File: src/rtl/core/rrbf_pkg.sv
package rrbf_pkg;

    localparam int ADDR_W = 64;
    localparam int TIME_W = 32;

    localparam logic [2:0] CFG_RATE_LIMIT = 3'd0;
    localparam logic [2:0] CFG_VIOL_THR   = 3'd1;
    localparam logic [2:0] CFG_BLOCK_DUR  = 3'd2;
    localparam logic [2:0] CFG_DUP_WIN    = 3'd3;
    localparam logic [2:0] CFG_AUTO_EN    = 3'd4;

    localparam logic [1:0] VERDICT_ACCEPT  = 2'd0;
    localparam logic [1:0] VERDICT_REPLAY  = 2'd1;
    localparam logic [1:0] VERDICT_BLOCKED = 2'd2;

    localparam logic REQ_OBSERVE = 1'b0;
    localparam logic REQ_UNBLOCK = 1'b1;

    typedef struct packed {
        logic [7:0]  rate_limit;
        logic [15:0] viol_thr;
        logic [31:0] block_dur;
        logic [15:0] dup_win;
        logic        auto_en;
    } t_cfg;

endpackage

File: src/rtl/core/rrbf_cfg_regs.sv
module rrbf_cfg_regs (
    input  logic                i_clk,
    input  logic                i_rst_n,
    input  logic                i_cfg_we,
    input  logic [2:0]          i_cfg_idx,
    input  logic [31:0]         i_cfg_data,
    output rrbf_pkg::t_cfg      o_cfg
);
    import rrbf_pkg::*;

    t_cfg r_cfg;

    always_ff @(posedge i_clk) begin
        if (!i_rst_n) begin
            r_cfg.rate_limit <= 8'd3;
            r_cfg.viol_thr   <= 16'd5;
            r_cfg.block_dur  <= 32'd600;
            r_cfg.dup_win    <= 16'd5;
            r_cfg.auto_en    <= 1'b1;
        end else if (i_cfg_we) begin
            case (i_cfg_idx)
                CFG_RATE_LIMIT: r_cfg.rate_limit <= i_cfg_data[7:0];
                CFG_VIOL_THR:   r_cfg.viol_thr   <= i_cfg_data[15:0];
                CFG_BLOCK_DUR:  r_cfg.block_dur  <= i_cfg_data;
                CFG_DUP_WIN:    r_cfg.dup_win    <= i_cfg_data[15:0];
                CFG_AUTO_EN:    r_cfg.auto_en    <= i_cfg_data[0];
                default: ;
            endcase
        end
    end

    assign o_cfg = r_cfg;
endmodule

File: config.mk
export PLATFORM = sky130hd
export DESIGN_NAME = rrbf_cfg_regs
export DESIGN_NICKNAME = d
export VERILOG_FILES = /design/src/rtl/core/rrbf_pkg.sv /design/src/rtl/core/rrbf_cfg_regs.sv
export SDC_FILE = /design/constraint.sdc
export NUM_CORES = 1
export LEC_CHECK = 0
export BUFFER_PORTS_ARGS = -buffer_cell sky130_fd_sc_hd__buf_2
export CAP_MARGIN = 20
export CORE_MARGIN = 1
export CORE_UTILIZATION = 34
export DETAILED_ROUTE_END_ITERATION = 10
export HOLD_SLACK_MARGIN = 0.02
export SLEW_MARGIN = 20
export SYNTH_ARGS = -nofsm -noshare
export SYNTH_HDL_FRONTEND = slang
export SYNTH_SLANG_ARGS = --single-unit
export TNS_END_PERCENT = 10
File: constraint.sdc
create_clock -name i_clk -period 0.9 [get_ports i_clk]
set_input_delay 0.045 -clock i_clk [delete_from_list [all_inputs] [get_ports i_clk]]
set_output_delay 0.045 -clock i_clk [all_outputs]
set_load 0.02 [all_outputs]
==> flow_summary.yaml, run 1 <==
placement:
  place_congestion: 0.696
  numPortBuffers: 110
  place_hpwl_um: 4500
sta:
  fin_tns_setup_ps: 0
  setup_viol: 0
  max_freq_mhz: 1150
  finClkSkew_ps: 0
  period_needed_ps: 870
  max_slew_margin_pct: 87.5
  finalCritPeriodShare_pct: 96.6
  hold_viol: 0
  grt_setup_unrepaired: "yes"
  hold_ws_ps: 37.0
  slew_violations: 0
  worst_pin_slew_ps: 186
global_route:
  use_met1_pct: 21.0
  grt_use_total_pct: 16.5
  met3_usage_pct: 4.23
  grt_pass1_vias: 2258
  gr-max-usage-layer: "met2"
  grt_max_degree: 45
  grt_pass1_wl_um: 11100
  grt-ovfl-total: 0
  grt_antenna_before_repair: 0
  grt_use_met2_pct: 26.7
cells_and_area:
  fin_util_pct: 57.3
  antenna_cells: 0
  final_common_cell: "nand2_1"
  area_delta_synth_final_pct: 60.1
  final_cell_mix: "nand2_1, mux2i_1, dfxtp_2, buf_6, buf_2"
  final_layout_size_suffix_gt1_share_pct: 49.0
  largest_register_ff_count: 73
  num-nets-final: 462
critical_path:
  worstSetupPathType: "reg2out"
  cp_max_fo: 2
  start_kind: "flop"
  slowest_delay_ps: 330
  worstPathRequired_ps: 850
  worstPathArrival_ps: 820
  cp_num_buf_inv: 1
  path_cells: "buf_4"
  path_delay_family: "flip-flops"
  slowest_stage: "dfxtp_2"
  worstSetupEndpointType: "output port"
floorplan:
  dieWidth_um: 93.1
  fp.coreArea_sq_um: 7890
  rows: 32
  dieHeight_um: 93.1
  dieArea_sq_um: 8670
  initial_core_util_pct: 35.8
  pin_count: 111
logic_synthesis:
  ys_warn_count: 0
  synthesis.nets: 322
  ys_ff_latch: 73
  synth_area_leaders: "dfxtp_1, mux2i_1, nand2_1"
  synth_top_cell_area_share_pct: 51.8
  synth_cell_type_count: 13
  yosysTopAreaCell: "dfxtp_1"
  syn-cell-area_sq_um: 2820
  ys_seq_area_share_pct: 51.8
  synth_area_per_cell_sq_um: 9.94
  postSynthCellCount: 284
power_and_ir_drop:
  p_sw_mw: 1.70
  vdd_drop_max_mv: 0.912
  p_comb_share_pct: 11.0
  p_per_area_nw_per_um2: 1550
  power_frac_seq_pct: 47.9
  switching_share_pct: 24.3
  internal-power_mw: 5.30
  power.leakage_nw: 2.00
  clockPowerShare_pct: 41.1
clocking:
  cts_tree: "done"
  numClockSinks: 73
  clockRootBuffer: "clkbuf_8"
  clk_latency_ps: 340
  clkTransAtPathRegs_ps: 90
  clk_path_buf_depth: 2
  htree_levels: 3
  cts_made_buffers: 9
run_status:
  status: "completed"
hold_path:
  hold_path_class: "in2reg"
drt:
  vias_per_cell: 4.57
  route.detailed.drc: 0
  drt-total-wl_um: 7090
  dr.pass1.iters: 4
  ant_nets: 0
  wire_per_inst_um: 13.3
  dr_total_vias: 2428
  drt_iter0_drc: 52
job:
  drv_cap: 0
## kinds of logic after synthesis
logic type / after synthesis / synth area share (%)
muxes: 73 / 25.9
and+or+nand+nor: 117 / 18.5
DFF: 73 / 51.8
buffers and inverters: 21 / 3.90
## power groups by stage
stage                     clock, mW  sequential (mW)  combinational (mW)
after floorplan                   0             3.50               0.257
after global placement            0             3.41               0.595
after detailed placement          0             3.41               0.603
after CTS                      2.95             3.34               0.733
after global routing           3.13             3.37               0.833
final                          2.88             3.36               0.770
## synthesized netlist by cell type
cell       n
nand2_1   94
dfxtp_1   73
mux2i_1   73
nor2b_1   18
clkbuf_1  10
buf_4      5
buf_2      4
and4bb_2   2
and4bb_1   1
buf_1      1
buf_6      1
nand4b_1   1
or4b_1     1
## routing by layer
layer	vias to the layer above	routed length [um]
met3	9	351
met1	1147	3160
met5	-	0
met4	0	106
met2	62	3470
li1	1210	-
## timing repair
item,4_1_cts,5_1_grt
setup buffers,0,2
endpoints found under the setup margin,58,73
hold buffers,29,0
hold endpoints to repair,56,0
gates resized for setup,73,114
## metrics by stage
| stage | worst slack, ps | power [mW] | cell area, sq um | cells |
|---|---|---|---|---|
| after floorplan | -45.2 | 3.75 | 2830 | 284 |
| after global placement | -195 | 4.00 | 3550 | 484 |
| after detailed placement | -205 | 4.01 | 3550 | 484 |
| after CTS | -2.28 | 7.02 | 4240 | 529 |
| after global routing | -8.99 | 7.33 | 4520 | 531 |
| final | 30.3 | 7.01 | 4520 | 531 |
## final timing paths
check,slack [ps],endpoint,depth (start not counted),from
setup / recovery,30,o_cfg[18],1,o_cfg[18]
hold / removal,40,o_cfg[6],3,i_cfg_data[5]
setup reg to reg,170,o_cfg[23],3,o_cfg[23]
hold reg to reg,450,o_cfg[62],2,o_cfg[62]
## cell type report
type	instances	area (sq um)
tap	102	128
clock inverter	7	103
fill	690	3370
multi-input combinational	190	1260
timing repair buffer	150	1360
sequential	73	1550
clock buffer	9	124
No activity file was read; power rests on OpenSTA's default activity.
==> inputs of run 2 (changes only) <==
Settings changed: CORE_ASPECT_RATIO set to 0.75.
==> run 2 against run 1 <==
  * Worst hold slack worse by 3.9 ps
  * Core utilization is 0.22 points lower
  * Sequential power hardly changed
  * First-iteration DRC count is 63% higher
  * Clock-buffer cell count is 1 higher
==> flow_summary.yaml, run 2 (synthesis gave the netlist of run 1 again) <==
cells_and_area:
  stdcell_count: 534
  final_layout_size_suffix_gt1_share_pct: 48.3
  final_cell_mix: "nand2_1, mux2i_1, dfxtp_2, buf_6, buf_2"
  area_delta_synth_final_pct: 60.8
  largest_register_ff_count: 73
  final_common_cell: "nand2_1"
  num-nets-final: 462
  antenna_cells: 0
floorplan:
  fp.coreArea_sq_um: 7950
  dieHeight_um: 80.9
  dieWidth_um: 107
  pin_count: 111
  dieArea_sq_um: 8680
  initial_core_util_pct: 35.5
  rows: 28
placement:
  post-place-ws_ps: -214
  dp.cells: 487
  place_congestion: 0.675
  place_hpwl_um: 4460
  numPortBuffers: 110
power_and_ir_drop:
  p_comb_share_pct: 10.9
  vdd_drop_max_mv: 0.749
  p_sw_mw: 1.74
  clockPowerShare_pct: 41.3
  switching_share_pct: 24.7
  p_per_area_nw_per_um2: 1550
  internal-power_mw: 5.30
  power_frac_seq_pct: 47.8
  power.leakage_nw: 2.00
drt:
  dr.pass1.iters: 4
  dr_total_vias: 2408
  drt-total-wl_um: 7340
  wire_per_inst_um: 13.7
  ant_nets: 0
  dr_wl_met2_um: 3330
  wl_met1_um: 3450
  drt_iter0_drc: 85
  vias_per_cell: 4.51
  route.detailed.drc: 0
  top_layer: "met4"
  dr_wl_met3_um: 460
hold_path:
  whs_endpoint: "o_cfg[6]"
  hold_path_class: "in2reg"
  hp-start: "i_cfg_data[5]"
  worstHoldPathCells: 3
global_route:
  grt_pass1_vias: 2264
  grt-ovfl-total: 0
  grt_max_degree: 43
  grt_pass1_wl_um: 11200
  grt_use_total_pct: 16.7
  grt_antenna_before_repair: 0
critical_path:
  rr_endpoint: "o_cfg[21]"
  reg2reg_depth: 2
  worstSetupPathType: "reg2out"
  start_kind: "flop"
  cp_num_buf_inv: 1
  slowest_stage: "dfxtp_1"
  rrSetupSlack_ps: 220
  worstSetupEndpointType: "output port"
  path_cells: "buf_4"
  rr_startpoint: "o_cfg[21]"
  slowest_delay_ps: 350
  worstPathArrival_ps: 830
  path_delay_family: "flip-flops"
  cp_max_fo: 2
  worstPathRequired_ps: 850
clocking:
  clk_latency_ps: 340
  clk_path_buf_depth: 2
  clkTransAtPathRegs_ps: 90
  clockRootBuffer: "clkbuf_8"
  cts_made_buffers: 9
  htree_levels: 3
  numClockSinks: 73
  cts_tree: "done"
sta:
  max_slew_margin_pct: 79.7
  setup_viol: 0
  layout_setup_ws_ps: 20.0
  finClkSkew_ps: 0
  slew_violations: 0
  grt_setup_unrepaired: "yes"
  max_freq_mhz: 1140
  finalCritPeriodShare_pct: 97.8
  worst_pin_slew_ps: 304
  hold_viol: 0
  period_needed_ps: 880
  hold_ws_ps: 33.2
run_status:
  status: "completed"
job:
  drv_cap: 0
## run 2: per-stage QoR
step / setup TNS (ps) / util, % / cell area (sq um) / power, mW
global route: -130 / 57.1 / 4540 / 7.32
detailed placement: -5970 / 44.6 / 3540 / 4.00
finish: 0 / 57.1 / 4540 / 7.03
floorplan: -621 / - / 2830 / 3.75
global placement: -5020 / 44.6 / 3540 / 4.00
CTS: -3.33 / 53.5 / 4250 / 7.03
## run 2: repair_timing
action,in CTS,in global routing
buffers inserted,0,1
resized for setup,87,109
setup endpoints to repair,61,73
endpoints found under the hold margin,60,0
hold buffers,30,0
## run 2: final cells by class
| type | instances | area [sq um] |
|---|---|---|
| sequential | 73 | 1550 |
| timing repair buffer | 150 | 1390 |
| clock inverter | 6 | 90.1 |
| tap | 105 | 131 |
| multi-input combinational | 190 | 1260 |
| fill | 686 | 3410 |
| clock buffer | 10 | 128 |
## run 2: worst max path at each step
stage / startpoint / to / slack [ps] / cells after the start
global placement: i_cfg_idx[0] / o_cfg[65] / -200 / 3
finish: o_cfg[41] / o_cfg[41] / 20 / 1
floorplan: i_cfg_idx[0] / o_cfg[65] / -50 / 3
detailed placement: i_cfg_idx[0] / o_cfg[65] / -210 / 3
CTS: o_cfg[16] / o_cfg[16] / -3 / 1
global route: o_cfg[9] / o_cfg[9] / -20 / 1
## run 2: metal layers
metal  GRT usage [%]  vias up
met2            25.4       71
met1            21.3     1118
met5               0        -
met3            6.58       12
met4            6.58        0
li1                -     1207
## run 2: power by group through the flow
stage	registers (mW)	clock network, mW	logic, mW
floorplan	3.50	0	0.257
global placement	3.41	0	0.588
detailed placement	3.41	0	0.596
CTS	3.34	2.96	0.730
global route	3.37	3.12	0.829
finish	3.36	2.90	0.769
